==> config.mk <==
export PLATFORM = sky130hd
export DESIGN_NAME = rv32im_alu_front
export DESIGN_NICKNAME = d
export VERILOG_FILES = /design/src/hdl/rv32im_alu_pkg.sv /design/src/hdl/rv32im_alu_front.sv
export SDC_FILE = /design/constraint.sdc
export NUM_CORES = 1
export LEC_CHECK = 0
export ABC_CLOCK_PERIOD_IN_PS = 3940
export BUFFER_PORTS_ARGS = -buffer_cell sky130_fd_sc_hd__buf_4
export CAP_MARGIN = 15
export CORE_AREA = 5 5 163 165
export CTS_BUF_LIST = sky130_fd_sc_hd__clkbuf_8
export CTS_CLUSTER_SIZE = 10
export DETAILED_ROUTE_END_ITERATION = 8
export DIE_AREA = 0 0 168 170
export GPL_ROUTABILITY_DRIVEN = 0
export PLACE_DENSITY_LB_ADDON = 0.08
export SYNTH_ARGS = -nofsm -noshare
export SYNTH_HDL_FRONTEND = slang
export SYNTH_SLANG_ARGS = --single-unit
==> constraint.sdc <==
create_clock -name i_clk -period 3.94 [get_ports i_clk]
set_input_delay 0.985 -clock i_clk [delete_from_list [all_inputs] [get_ports i_clk]]
set_output_delay 0.985 -clock i_clk [all_outputs]
set_load 0.05 [all_outputs]
==> src/hdl/rv32im_alu_pkg.sv <==
// ----------------------------------------------------------------------------
// RV32IM ALU package
// Operation classes, decoded item type and shared constants.
// ----------------------------------------------------------------------------
package rv32im_alu_pkg;

    localparam int XLEN = 32;
    localparam logic [6:0] F7_BASE = 7'd0;
    localparam logic [6:0] F7_ALT  = 7'd32;
    localparam logic [6:0] F7_MULDIV = 7'd1;
    localparam logic [4:0] SHAMT_MASK = 5'b11111;

    typedef enum logic [4:0] {
        OP_ADD, OP_SUB, OP_SLL, OP_SLT, OP_SLTU, OP_XOR, OP_SRL, OP_SRA,
        OP_OR, OP_AND, OP_MUL, OP_MULH, OP_MULHSU, OP_MULHU,
        OP_DIV, OP_DIVU, OP_REM, OP_REMU, OP_BAD
    } t_op;

    typedef struct packed {
        t_op              op;
        logic [XLEN-1:0]  a;
        logic [XLEN-1:0]  b;
    } t_item;

endpackage

==> src/hdl/rv32im_alu_front.sv <==
// ----------------------------------------------------------------------------
// RV32IM ALU front end
// Classify the instruction, pick the second operand and queue the item.
// ----------------------------------------------------------------------------
module rv32im_alu_front (
    input  logic                        i_clk,
    input  logic                        i_rst_n,
    input  logic                        i_push,
    output logic                        o_full,
    input  logic [2:0]                  i_func,
    input  logic [6:0]                  i_variant,
    input  logic                        i_use_immediate,
    input  logic [31:0]                 i_operand_a,
    input  logic [31:0]                 i_operand_b,
    input  logic [11:0]                 i_immediate,
    output logic                        o_valid,
    input  logic                        i_take,
    output rv32im_alu_pkg::t_item       o_item
);
    import rv32im_alu_pkg::*;

    localparam int DEPTH = 4;
    t_item          r_mem [DEPTH];
    logic [1:0]     r_wp, r_rp;
    logic [2:0]     r_cnt;
    t_item          n_item;
    logic           w_push, w_take;

    always_comb begin
        n_item.a  = i_operand_a;
        n_item.b  = i_use_immediate ? {{20{i_immediate[11]}}, i_immediate} : i_operand_b;
        n_item.op = OP_BAD;
        if (i_use_immediate) begin
            case (i_func)
                3'd0: n_item.op = OP_ADD;
                3'd1: n_item.op = OP_SLL;
                3'd2: n_item.op = OP_SLT;
                3'd3: n_item.op = OP_SLTU;
                3'd4: n_item.op = OP_XOR;
                3'd5: n_item.op = (i_variant == F7_BASE) ? OP_SRL :
                                  (i_variant == F7_ALT) ? OP_SRA : OP_BAD;
                3'd6: n_item.op = OP_OR;
                default: n_item.op = OP_AND;
            endcase
        end else if (i_variant == F7_BASE) begin
            case (i_func)
                3'd0: n_item.op = OP_ADD;
                3'd1: n_item.op = OP_SLL;
                3'd2: n_item.op = OP_SLT;
                3'd3: n_item.op = OP_SLTU;
                3'd4: n_item.op = OP_XOR;
                3'd5: n_item.op = OP_SRL;
                3'd6: n_item.op = OP_OR;
                default: n_item.op = OP_AND;
            endcase
        end else if (i_variant == F7_ALT) begin
            case (i_func)
                3'd0: n_item.op = OP_SUB;
                3'd5: n_item.op = OP_SRA;
                default: n_item.op = OP_BAD;
            endcase
        end else if (i_variant == F7_MULDIV) begin
            case (i_func)
                3'd0: n_item.op = OP_MUL;
                3'd1: n_item.op = OP_MULH;
                3'd2: n_item.op = OP_MULHSU;
                3'd3: n_item.op = OP_MULHU;
                3'd4: n_item.op = OP_DIV;
                3'd5: n_item.op = OP_DIVU;
                3'd6: n_item.op = OP_REM;
                default: n_item.op = OP_REMU;
            endcase
        end
    end

    assign o_full  = (r_cnt == 3'(DEPTH));
    assign o_valid = (r_cnt != 3'd0);
    assign w_push  = i_push && !o_full;
    assign w_take  = i_take && o_valid;
    assign o_item  = r_mem[r_rp];

    always_ff @(posedge i_clk) begin
        if (w_push) begin
            r_mem[r_wp] <= n_item;
        end
        if (!i_rst_n) begin
            r_wp  <= '0;
            r_rp  <= '0;
            r_cnt <= '0;
        end else begin
            if (w_push) r_wp <= r_wp + 2'd1;
            if (w_take) r_rp <= r_rp + 2'd1;
            r_cnt <= r_cnt + 3'(w_push) - 3'(w_take);
        end
    end

endmodule

Yosys cells after proc, flatten, opt, wreduce, memory -nomap -nowiden
Memory sizes are Yosys's and may differ from the RTL's. A register that Yosys moved wholly into a read port is not among the register bits.
Cells that the tools add are included.
{"block": "totals", "regBits": 7, "latchBits": 0, "mem_bits_rw": 276, "rom_bits": 0, "input_bits": 91, "out_inout_bits": 71, "elab_cells": 38, "mem_count": 1}
{"name": "r_mem", "depth": 4, "word_bits": 69, "read_ports": 1, "rd_clocked_by_memory_dff": 1, "wr": 1, "line": "rv32im_alu_front.sv:23", "text": "t_item r_mem [DEPTH];"}
{"block": "op_classes", "n_addsub": 4, "multipliers": 0, "div": 0, "n_lt_le_gt_ge": 0, "n_eq_ne": 9, "n_shift": 0, "mux": 15, "n_bitwise": 0, "n_reduce_logical": 6}
{"cell": "5-bit one-hot mux with 7 select lines", "n": 2}
{"cell": "32-bit 2-to-1 mux", "n": 1}
{"cell": "5-bit 2-to-1 mux", "n": 6}
{"cell": "4-bit one-hot mux with 7 select lines", "n": 1}
{"cell": "3-bit == test (second input constant)", "n": 4}
{"cell": "5-bit one-hot mux with 2 select lines", "n": 1}
{"cell": "7-bit by 1-bit == test with 1-bit output (second input constant)", "n": 1}
{"cell": "7-bit by 6-bit == test with 1-bit output (second input constant)", "n": 1}
{"cell": "7-bit logical NOT", "n": 1}
{"cell": "3-bit by 2-bit == test with 1-bit output (second input constant)", "n": 2}
{"cell": "2-bit by 1-bit adder with 2-bit output (second input constant)", "n": 2}
{"cell": "2-bit 2-to-1 mux", "n": 2}
{"cell": "3-bit by 1-bit adder with 3-bit output", "n": 1}
{"cell": "3-bit by 1-bit == test with 1-bit output (second input constant)", "n": 1}
{"cell": "3-bit logical NOT", "n": 1}
{"cell": "3-bit nonzero test", "n": 1}
{"cell": "3-bit by 1-bit subtractor with 3-bit output", "n": 1}
{"cell": "1-bit logical AND", "n": 2}
{"cell": "1-bit 2-to-1 mux", "n": 2}
{"cell": "1-bit logical NOT", "n": 1}

Longest topological paths before layout
{"block": "logic_depth", "ltp_word": 6, "mapped_depth": 10, "ltp_nobuf": 9}

Worst setup path before layout
Ideal clock, no wire load.
{"block": "synth_path", "path_type": "input to register", "startpoint": "input port i_push", "endpoint": "memory r_mem[0][0] (netlist bit), enable pin", "setup_time_ps": 435, "arrival_ps": 2984, "t_required_ps": 3505, "slack_ps": 522, "stages": 3, "path_cell_list": "nor2b_1 > clkbuf_1 > and2_1"}
{"block": "synth_via", "elab_chain_len": 3}
{"item": "from (decl)", "line": "rv32im_alu_front.sv:8", "text": "input logic i_push,"}
{"item": "1-bit logical AND", "line": "rv32im_alu_front.sv:78", "text": "assign w_push = i_push && !o_full;"}
{"item": "1-bit 2-to-1 mux", "line": "rv32im_alu_front.sv:83", "text": "if (w_push) begin"}
{"item": "1-bit 2-to-1 mux (not written as such)", "line": "rv32im_alu_front.sv:84", "text": "r_mem[r_wp] <= n_item;"}
{"item": "to (decl)", "line": "rv32im_alu_front.sv:23"}
No other way between the ends.

==> impl_metrics.toml <==
[global_routing]
grt_first_pass_wirelength_mm = 34.3
grt-ovfl-total = 0
grt_max_degree = 43
grt_pass1_vias = 6017
grt_use_total_pct = 15.5
antenna_found_initial = 1

[sta]
max-slew-margin-rel_pct = 41.8
fin_setup_tns_ps = 0
fin_worst_skew_ps = 10.5
hold_slack_ps = 601
worst_slack_ps = 735
period_share_pct = 81.3
setup_viol = 0
period_minus_slack_ps = 3200
slew_violations = 0
final_hold_viol_count = 0
fmax_mhz = 312
rsz0062_at_grt = "no"
tightestPinTransition_ps = 870

[floorplan]
start_util_pct = 44.4
die_w_um = 168
die-area_um2 = 28600
fp.dieH_um = 170
rows = 58
core_um2 = 24900
io_pins = 162

[placed_design]
dp.cells = 987
io_buffers = 161
pre_cts_slack_ps = 971
hpwl_mm = 13.2

[route]
vias = 5543
final_antenna_net_count = 0
wire_per_inst_um = 20.6
wl_mm = 22.1
viasPerCell = 5.17
wl_met2_mm = 11.3
drt_iter0_drc = 258
highest_layer = "met5"
wl_met3_mm = 1.39
wl_met1_mm = 8.94
drtPass1Iterations = 4
detail_route.drc_violations = 0

[cts]
cts_post_setup_buffers_inserted = 0
clock_path_buffers = 3
clk_pin_slew_ps = 60
cts_resized = 0
htreeDepth = 2
worstSkewPairLatency_ps = 540
cts_made_buffers = 47
cts_tree = "yes"
cts_root_buf = "clkbuf_8"
postCtsHoldBufs = 0
cts.sink_count = 285

[pwr]
internal_power_uw = 6150
p_sw_uw = 3270
p_clk_share_pct = 25.5
irDropWorstVdd_uv = 385
pwr-share-comb_pct = 33.8
p_leak_uw = 0.00474
p_per_area_nw_per_um2 = 695
swShare_pct = 34.7
pwr-share-seq_pct = 40.8

[logic_synthesis]
synth_area_leader_cell = "edfxtp_1"
yosysWarnings = 0
synth_top_area_share_pct = 75.1
syn_area_um2 = 11000
async_flop_share_pct = 0
synth_edf_count = 276
syn_nets = 613
ys_types = 44
synth_cells = 515
synth_area_leaders = "edfxtp_1 75%, mux4_2 14%, dfxtp_1 1.6%"
yosysSeqAreaShare_pct = 76.7
synth_seq_cells = 285
ys.flop_type = "edfxtp_1"
postSynthAreaPerCell_um2 = 21.4

[critical_path]
cp-end-kind = "primary output"
cp.required_ps = 2950
path_max_fanout = 24
path_class = "reg -> out"
crit_arrival_ps = 2220
startpoint_type = "flop"
r2r_start = "r_cnt[2]$_SDFF_PN0_"

[final_layout]
drive_above_1_share_pct = 41.9
final.fill_count = 1962
syn_to_final_growth_pct = 22.7
nets = 804
antenna-diode-count = 0
final_cell_mix = "276 x edfxtp_1, 163 x buf_4, 69 x mux4_2"
post-route-util_pct = 54.4
final_common_cell = "edfxtp_1"
multi_input_area_um2 = 2310
seqCellArea_um2 = 8480
stdcell_count = 1073

[outcome]
status = "finished clean"

[hold_path]
hold_path_class = "reg -> reg"
hp-start = "r_rp[1]$_SDFFE_PN0P_"

[flow_run]
drv_cap = 0
-- kinds of logic after synthesis --
logic type | share of synthesized area (%)
AOI/OAI and AO/OA | 2.08
xor gates and xnor gates | 0.476
adders and majority gates | 0.861
buffers and inverters | 2.45
DFF | 76.7
muxes | 15.3
and+or+nand+nor | 2.16
-- power by group through the flow --
stage / Combinational, µW / Clock (µW) / Sequential, µW
2_1_floorplan: 2330 / 0 / 3850
3_3_place_gp: 3220 / 0 / 3880
3_5_place_dp: 3250 / 0 / 3910
4_1_cts: 3250 / 2480 / 3840
5_1_grt: 3360 / 2650 / 3870
6_report: 3180 / 2400 / 3840
-- through the flow --
stage,instance area [µm²],power [µW]
2_1_floorplan,11000,6180
6_report,13500,9420
5_1_grt,13500,9870
4_1_cts,13500,9580
3_3_place_gp,12700,7110
3_5_place_dp,12700,7160
-- synthesized netlist by cell type (3+ instances only) --
master	instances
mux2_1	11
nor2_1	6
o21ai_0	22
ha_1	6
buf_6	3
dfxtp_1	9
buf_2	9
clkbuf_1	11
inv_1	29
edfxtp_1	276
and2_1	11
mux4_2	69
a21oi_1	4
nor2b_1	3
xnor2_1	4
nand2_1	5
-- final timing paths --
| kind | slack [ps] | depth (start not counted) | to |
|---|---|---|---|
| worst max-delay path | 740 | 3 | o_item[1] |
| worst min-delay path | 600 | 2 | flop |
| worst max register to register | 1570 | 9 | r_cnt[2]$_SDFF_PN0_ |
| worst min register to register | 600 | 2 | flop |
-- cell type report --
cell class | count | area share [%]
flip-flops and latches | 285 | 62.6
clock buffers | 53 | 5.38
inverters | 30 | 0.831
well taps | 330 | 3.05
repair buffers | 169 | 9.92
clock inverters | 33 | 1.18
multi-input cells | 173 | 17.1
-- critical path, cell delays in order (launching register included) --
cell and delay (ps):
dfxtp_4 410, buf_4 460, mux4_2 600, buf_4 210
-- state kept, by name (all words and copies together) (netlist names), named ones only --
| register | count |
|---|---|
| r_cnt | 3 |
| r_mem | 276 |
| r_rp | 2 |
| r_wp | 2 |
-- routing by layer --
layer / global-route usage, % / vias up
li1: - / 2484
met1: 19.6 / 2836
met2: 26.6 / 186
met3: 4.25 / 35
met4: 4.30 / 2
met5: 0 / -
Note: power is estimated with default switching activity, not from simulation.
